$ cat src/hw/rtl/fss_pkg.sv
`timescale 1ns / 1ps
`default_nettype none
// ----------------------------------------------------------------------------
// fss_pkg: font size scaler shared definitions
// Size tables, field widths and configuration register indexes.
// ----------------------------------------------------------------------------
package fss_pkg;

  localparam int NUM_SIZES  = 15;
  localparam int IDX_W      = 4;
  localparam int DIM_W      = 12;
  localparam int PX_W       = 8;
  localparam int PROD_W     = DIM_W + PX_W;
  localparam int REQ_W      = 8;
  localparam int CFG_IDX_W  = 3;
  localparam int CFG_DATA_W = 15;

  localparam logic [IDX_W-1:0] MAX_SIZE = IDX_W'(NUM_SIZES - 1);

  localparam logic [CFG_IDX_W-1:0] REG_SOFTKEY_MULT = 3'd0;
  localparam logic [CFG_IDX_W-1:0] REG_SOFTKEY_DIV  = 3'd1;
  localparam logic [CFG_IDX_W-1:0] REG_SCREEN_DIM   = 3'd2;
  localparam logic [CFG_IDX_W-1:0] REG_DESIGN_DIM   = 3'd3;
  localparam logic [CFG_IDX_W-1:0] REG_AVAIL_FONTS  = 3'd4;

  typedef logic [NUM_SIZES-1:0] size_mask_t;

  function automatic logic [PX_W-1:0] width_of(input logic [IDX_W-1:0] idx);
    logic [PX_W-1:0] w;
    case (idx)
      4'd0:    w = 8'd6;
      4'd1:    w = 8'd8;
      4'd2:    w = 8'd8;
      4'd3:    w = 8'd12;
      4'd4:    w = 8'd16;
      4'd5:    w = 8'd16;
      4'd6:    w = 8'd24;
      4'd7:    w = 8'd32;
      4'd8:    w = 8'd32;
      4'd9:    w = 8'd48;
      4'd10:   w = 8'd64;
      4'd11:   w = 8'd64;
      4'd12:   w = 8'd96;
      4'd13:   w = 8'd128;
      4'd14:   w = 8'd128;
      default: w = 8'd128;
    endcase
    return w;
  endfunction

  function automatic logic [PX_W-1:0] height_of(input logic [IDX_W-1:0] idx);
    logic [PX_W-1:0] h;
    case (idx)
      4'd0:    h = 8'd8;
      4'd1:    h = 8'd8;
      4'd2:    h = 8'd12;
      4'd3:    h = 8'd16;
      4'd4:    h = 8'd16;
      4'd5:    h = 8'd24;
      4'd6:    h = 8'd32;
      4'd7:    h = 8'd32;
      4'd8:    h = 8'd48;
      4'd9:    h = 8'd64;
      4'd10:   h = 8'd64;
      4'd11:   h = 8'd96;
      4'd12:   h = 8'd128;
      4'd13:   h = 8'd128;
      4'd14:   h = 8'd192;
      default: h = 8'd192;
    endcase
    return h;
  endfunction

endpackage
`default_nettype wire

$ cat src/hw/rtl/font_size_scaler.sv
`timescale 1ns / 1ps
`default_nettype none
// ----------------------------------------------------------------------------
// font_size_scaler
// Scales a requested font size by a configured ratio and picks the nearest
// supported size at or below the scaled fit.
// ----------------------------------------------------------------------------
// Usage:
//   Request: pulse start with font_size and use_softkey_scale; the beat is
//   taken at a rising edge where start is high and busy is low. busy is high
//   only right after reset, so one request can be taken every cycle.
//   Result: done is high for exactly one cycle with scaled_index, width_px
//   and height_px; the receiver must take it then, it cannot stall the block.
//   Throughput: one beat per cycle through a five-register pipeline
//   (operand select, two products, table compares, index pick, step down
//   to an available size with table lookup).
//   The scaled value floor((mult*px << frac) / div) is never formed: an
//   entry fits when entry * div <= mult * px, which needs no divider.
//   Configuration: cfg_valid/cfg_ready with cfg_index and cfg_data; ready is
//   always high. Write only while no request is in flight.
//   Reset (rst, synchronous): clears the pipeline valid bits and sets all
//   configuration registers to 1.
// ----------------------------------------------------------------------------
module font_size_scaler (
  input  wire logic                            clk,
  input  wire logic                            rst,
  input  wire logic                            start,
  output logic                                 busy,
  input  wire logic [fss_pkg::REQ_W-1:0]       font_size,
  input  wire logic                            use_softkey_scale,
  output logic                                 done,
  output logic [fss_pkg::IDX_W-1:0]            scaled_index,
  output logic [fss_pkg::PX_W-1:0]             width_px,
  output logic [fss_pkg::PX_W-1:0]             height_px,
  input  wire logic                            cfg_valid,
  output logic                                 cfg_ready,
  input  wire logic [fss_pkg::CFG_IDX_W-1:0]   cfg_index,
  input  wire logic [fss_pkg::CFG_DATA_W-1:0]  cfg_data
);

  // configuration registers
  logic [fss_pkg::DIM_W-1:0] softkey_scale_mult;
  logic [fss_pkg::DIM_W-1:0] softkey_scale_div;
  logic [fss_pkg::DIM_W-1:0] screen_dim;
  logic [fss_pkg::DIM_W-1:0] design_dim;
  fss_pkg::size_mask_t       available_fonts;

  logic accept;

  // stage 1: clamped index and selected ratio
  logic                      v1;
  logic [fss_pkg::IDX_W-1:0] idx1;
  logic [fss_pkg::DIM_W-1:0] mult1;
  logic [fss_pkg::DIM_W-1:0] div1;

  // stage 2: scaled products
  logic                       v2;
  logic [fss_pkg::PROD_W-1:0] pw2;
  logic [fss_pkg::PROD_W-1:0] ph2;
  logic [fss_pkg::DIM_W-1:0]  div2;

  // stage 3: fit vectors
  logic                v3;
  fss_pkg::size_mask_t wfit3;
  fss_pkg::size_mask_t hfit3;
  fss_pkg::size_mask_t wfit_next;
  fss_pkg::size_mask_t hfit_next;

  // stage 4: fitted index
  logic                      v4;
  logic [fss_pkg::IDX_W-1:0] fit4;
  logic [fss_pkg::IDX_W-1:0] fit_next;

  logic [fss_pkg::IDX_W-1:0] pick_next;

  assign cfg_ready = 1'b1;
  assign accept    = start && !busy;

  // hold off start while reset is applied
  always_ff @(posedge clk) begin
    if (rst) begin
      busy <= 1'b1;
    end else begin
      busy <= 1'b0;
    end
  end

  always_ff @(posedge clk) begin
    if (rst) begin
      softkey_scale_mult <= fss_pkg::DIM_W'(1);
      softkey_scale_div  <= fss_pkg::DIM_W'(1);
      screen_dim         <= fss_pkg::DIM_W'(1);
      design_dim         <= fss_pkg::DIM_W'(1);
      available_fonts    <= fss_pkg::NUM_SIZES'(1);
    end else if (cfg_valid && cfg_ready) begin
      case (cfg_index)
        fss_pkg::REG_SOFTKEY_MULT: softkey_scale_mult <= cfg_data[fss_pkg::DIM_W-1:0];
        fss_pkg::REG_SOFTKEY_DIV:  softkey_scale_div  <= cfg_data[fss_pkg::DIM_W-1:0];
        fss_pkg::REG_SCREEN_DIM:   screen_dim         <= cfg_data[fss_pkg::DIM_W-1:0];
        fss_pkg::REG_DESIGN_DIM:   design_dim         <= cfg_data[fss_pkg::DIM_W-1:0];
        fss_pkg::REG_AVAIL_FONTS:  available_fonts    <= cfg_data[fss_pkg::NUM_SIZES-1:0];
        default: ;
      endcase
    end
  end

  // valid bits
  always_ff @(posedge clk) begin
    if (rst) begin
      v1   <= 1'b0;
      v2   <= 1'b0;
      v3   <= 1'b0;
      v4   <= 1'b0;
      done <= 1'b0;
    end else begin
      v1   <= accept;
      v2   <= v1;
      v3   <= v2;
      v4   <= v3;
      done <= v4;
    end
  end

  // stage 1
  always_ff @(posedge clk) begin
    if (font_size > fss_pkg::REQ_W'(fss_pkg::MAX_SIZE)) begin
      idx1 <= fss_pkg::MAX_SIZE;
    end else begin
      idx1 <= font_size[fss_pkg::IDX_W-1:0];
    end
    mult1 <= use_softkey_scale ? softkey_scale_mult : screen_dim;
    div1  <= use_softkey_scale ? softkey_scale_div  : design_dim;
  end

  // stage 2
  always_ff @(posedge clk) begin
    pw2  <= fss_pkg::PROD_W'(mult1) * fss_pkg::PROD_W'(fss_pkg::width_of(idx1));
    ph2  <= fss_pkg::PROD_W'(mult1) * fss_pkg::PROD_W'(fss_pkg::height_of(idx1));
    div2 <= div1;
  end

  // entry i fits when entry * div <= scaled product; a zero divisor fits all
  always_comb begin
    for (int i = 0; i < fss_pkg::NUM_SIZES; i++) begin
      wfit_next[i] = (fss_pkg::PROD_W'(fss_pkg::width_of(fss_pkg::IDX_W'(i))) *
                      fss_pkg::PROD_W'(div2)) <= pw2;
      hfit_next[i] = (fss_pkg::PROD_W'(fss_pkg::height_of(fss_pkg::IDX_W'(i))) *
                      fss_pkg::PROD_W'(div2)) <= ph2;
    end
  end

  always_ff @(posedge clk) begin
    wfit3 <= wfit_next;
    hfit3 <= hfit_next;
  end

  // tables rise monotonically, so the AND of both vectors tops out at the
  // smaller of the two fits; no fit at all drops to index 0
  always_comb begin
    fss_pkg::size_mask_t both;
    both     = wfit3 & hfit3;
    fit_next = '0;
    for (int i = 0; i < fss_pkg::NUM_SIZES; i++) begin
      if (both[i]) begin
        fit_next = fss_pkg::IDX_W'(i);
      end
    end
  end

  always_ff @(posedge clk) begin
    fit4 <= fit_next;
  end

  // step down to the nearest available size, saturating at 0
  always_comb begin
    pick_next = '0;
    for (int i = 1; i < fss_pkg::NUM_SIZES; i++) begin
      if (available_fonts[i] && (fss_pkg::IDX_W'(i) <= fit4)) begin
        pick_next = fss_pkg::IDX_W'(i);
      end
    end
  end

  always_ff @(posedge clk) begin
    scaled_index <= pick_next;
    width_px     <= fss_pkg::width_of(pick_next);
    height_px    <= fss_pkg::height_of(pick_next);
  end

  // assertions
  a_fit_monotonic: assert property (@(posedge clk) disable iff (rst)
    v3 |-> (((wfit3 & (wfit3 >> 1)) == (wfit3 >> 1)) &&
            ((hfit3 & (hfit3 >> 1)) == (hfit3 >> 1))))
    else $error("fit vector not monotonic");

  a_pick_available: assert property (@(posedge clk) disable iff (rst)
    done |-> (scaled_index == '0 ||
              (scaled_index <= fss_pkg::MAX_SIZE && available_fonts[scaled_index])))
    else $error("result index is not an available size");

  a_pick_below_fit: assert property (@(posedge clk) disable iff (rst)
    done |-> scaled_index <= $past(fit4))
    else $error("result index above fitted index");

  a_dims_match: assert property (@(posedge clk) disable iff (rst)
    done |-> (width_px == fss_pkg::width_of(scaled_index) &&
              height_px == fss_pkg::height_of(scaled_index)))
    else $error("result dimensions do not match index");

  a_reset_quiet: assert property (@(posedge clk)
    rst |=> !done)
    else $error("result strobe right after reset");

endmodule
`default_nettype wire

$ cat config.mk
export PLATFORM = sky130hd
export DESIGN_NAME = font_size_scaler
export DESIGN_NICKNAME = d
export VERILOG_FILES = /design/src/hw/rtl/fss_pkg.sv /design/src/hw/rtl/font_size_scaler.sv
export SDC_FILE = /design/constraint.sdc
export NUM_CORES = 1
export LEC_CHECK = 0
export BUFFER_PORTS_ARGS = -buffer_cell sky130_fd_sc_hd__buf_4
export CAP_MARGIN = 10
export CORE_UTILIZATION = 55
export DETAILED_ROUTE_END_ITERATION = 7
export PLACE_DENSITY = 0.74
export SETUP_SLACK_MARGIN = 0.4
export SLEW_MARGIN = 20
export SYNTH_ARGS = -nofsm -noshare
export SYNTH_HDL_FRONTEND = slang
export SYNTH_SLANG_ARGS = --single-unit
$ cat constraint.sdc
create_clock -name clk -period 4.9 [get_ports clk]
set_input_delay 0.735 -clock clk [delete_from_list [all_inputs] [get_ports clk]]
set_output_delay 0.735 -clock clk [all_outputs]
set_load 0.05 [all_outputs]
==> reports/results.ini <==
[floorplanning]
initial_utilization_pct = 56.2
die_x_um = 180
coreArea_mm2 = 0.0308
die_h_um = 180
ios = 54
dieArea_mm2 = 0.0322
std_cell_rows = 64

[yosys]
ys_top_cells_by_area = ha_1, dfxtp_1, fa_1
synth_seq_cells = 194
synth_adder_area_share_pct = 35.5
synth_mux_area_share_pct = 1.82
synth-edff-count = 0
netlist.area_leader.share_pct = 24.9
yosys.area.top_type = ha_1
ys_async_sr_fraction_pct = 0
yosysSeqAreaShare_pct = 22.4
synth_area_per_cell_um2 = 8.83
yosysWarningCount = 0
syn-instance-count = 1963
yosys.cell_types.count = 79
synth_commonest_cells = ha_1, nand2_1, dfxtp_1, a21oi_1, inv_1
synth-compound-area-share_pct = 15.4
synth_most_common_cell = ha_1
syn_area_mm2 = 0.0173
synth_xor_area_share_pct = 1.67
yosys.area_share.simple_pct = 18.1
synth_flop_cell = dfxtp_1
synth_top_family_by_area = adder cells

[sta]
rsz0062_at_grt = false
max_freq_mhz = 226
tightest_slew_ns = 0.888
finalCritPeriodShare_pct = 90.5
final.setup.tns_ns = 0
fin_skew_ns = 0.0167
setup_viol = 0
max_slew_margin_pct = 40.6
setup_ws_ns = 0.466
maxSlewViolCount = 0
whs_ns = 0.319
min_period_ns = 4.43
hold_viol = 0

[route]
final_antenna_net_count = 0
drc = 2
detail_route.iter0.violations = 1066
avgViaCountPerCell = 6.03
drt_wl_total_mm = 45.9
post_drt_wl_per_cell_um = 18.9
vias = 14700
drt_first_pass_iters = 8

[global_routing]
grt_overflow_total = 0
antenna_found_initial = 0
grt_use_total_pct = 28.3
grt_max_degree = 69
grt_pass1_vias = 14300
grt_pass1_wl_mm = 73.5

[finish]
largest_register_ffs = 19
nNetsFinal = 2491
final_core_util_pct = 62.2
antenna_cells = 0
fillerInstances = 2574
regMostFlops = pw2
drive_gt1_share_pct = 10.8
final_cell_area_mm2 = 0.0192
layoutNonFillerInstCount = 2432
syn2layout_area_growth_pct = 10.6
top_regs = pw2 (19), ph2 (18), available_fonts (14)

[clock_tree]
cts_hold_buf = 0
htreeDepth = 4
numCtsBuffers = 17
path_clk_slew_ns = 0.09
cts_max_path_buffers = 2
clock-root-buffer = clkbuf_16
clkLatencyLatePin_ns = 0.45
cts_tree = built
cts.sinks = 194

[critical_path]
end_kind = flip-flop
worstPathRequired_ns = 5.25
r2r-end = pw2[19]
arrival_ns = 4.78
reg2reg_depth = 17
worstPathMaxFanout = 6
worstSetupPathType = flip-flop to flip-flop
cp-start-kind = flip-flop
r2r_slack_ns = 0.47

[flow_run]
cap_viol_max_count = 0

[status]
outcome = complete, but fails checks
violations = design-rule violations

[place]
place_ws_ns = 0.196
io_buffers = 49
gp_congestion = 0.968
hpwlAfterDp_mm = 35.0
dp_cells = 2389
postPlaceCellArea_mm2 = 0.0182

[pwr]
power_mw = 4.35
leakage_nw = 9.38
powerDensity_mw_per_mm2 = 227
ir_drop_v = 0.000291

[min_path]
hold_depth = 0
holdCritStartpoint = div1[11]
worst_hold_path_type = flip-flop to flip-flop
hold_path_end = div2[11]

-- layer usage --
layer	track usage, %	part of all wire [%]	vias to the layer above
met4	9.55	3.0	0
li1	-	-	6994
met3	4.54	6.6	101
met5	0	0	-
met1	37.3	44	7066
met2	47.3	47	509
-- worst max-delay path by stage --
stage | to | slack, ns | cells past startpoint
after CTS | pw2[19] | 0.39 | 16
after floorplan | pw2[18] | 0.48 | 15
final | pw2[19] | 0.47 | 17
after detailed placement | pw2[18] | 0.20 | 15
after global placement | pw2[18] | 0.30 | 14
after global routing | pw2[19] | 0.32 | 17
-- where the power goes --
part / switching [mW] / internal (mW) / total (mW)
combinational: 0.632 / 0.410 / 1.04
sequential: 0.114 / 1.68 / 1.79
clock: 0.757 / 0.756 / 1.51
-- logic make-up after synthesis --
group	count (synthesis)
muxes	28
and+or+nand+nor	629
adders and majority gates	437
xor gates and xnor gates	33
DFF	194
other	2
buffers and inverters	219
AOI/OAI and AO/OA	421
-- area by class of cell --
type | count | area (um2) | share of cell area, %
multi-input combinational | 1552 | 12800 | 66.6
timing repair buffer | 100 | 756 | 3.94
clock buffer | 17 | 425 | 2.22
clock inverter | 15 | 215 | 1.12
sequential | 194 | 3920 | 20.5
tap | 396 | 495 | 2.58
inverter | 158 | 593 | 3.09
-- critical path, cell delays in order (launching register included) --
cell      delay, ns
dfxtp_4        0.37
buf_4          0.15
and2_1         0.16
fa_1           0.46
fa_1           0.51
fa_1           0.54
inv_1          0.05
fa_1           0.54
inv_1          0.05
ha_2           0.36
o21ai_4        0.08
a32oi_2        0.25
o211ai_1       0.16
o21ai_1        0.15
buf_4          0.14
buf_4          0.11
nand4_1        0.08
and3_1         0.17
-- repair_timing --
action | in CTS | in global routing
setup buffers | 1 | 10
endpoints found under the setup margin | 3 | 8
gates resized for setup | 11 | 50
pin swaps | 1 | 26
hold endpoints to repair | 0 | 0
-- placed cells by master (no fill, tap or decap), types with 7 or more instances in the layout --
cell,Yosys,routed
ha_1,345,338
nand2_1,238,238
dfxtp_1,194,178
a21oi_1,158,156
inv_1,158,154
and2_1,127,125
buf_4,8,99
fa_1,92,91
nor2_1,79,78
o21ai_0,74,70
a21o_1,57,57
nand4_1,41,41
nand3_1,28,27
nor2b_1,25,25
mux2_2,24,24
nor3_1,24,22
xnor2_1,22,22
clkbuf_16,0,17
o21a_1,16,16
a211oi_1,17,16
o211ai_1,14,14
nor4_1,12,12
xor2_1,11,11
o21bai_1,9,9
or4_1,8,8
dfxtp_2,0,8
dfxtp_4,0,8
nand2b_1,7,7
and3_1,7,7
a31oi_1,7,7
o22ai_1,8,7
(Power assumes the default switching activity.)
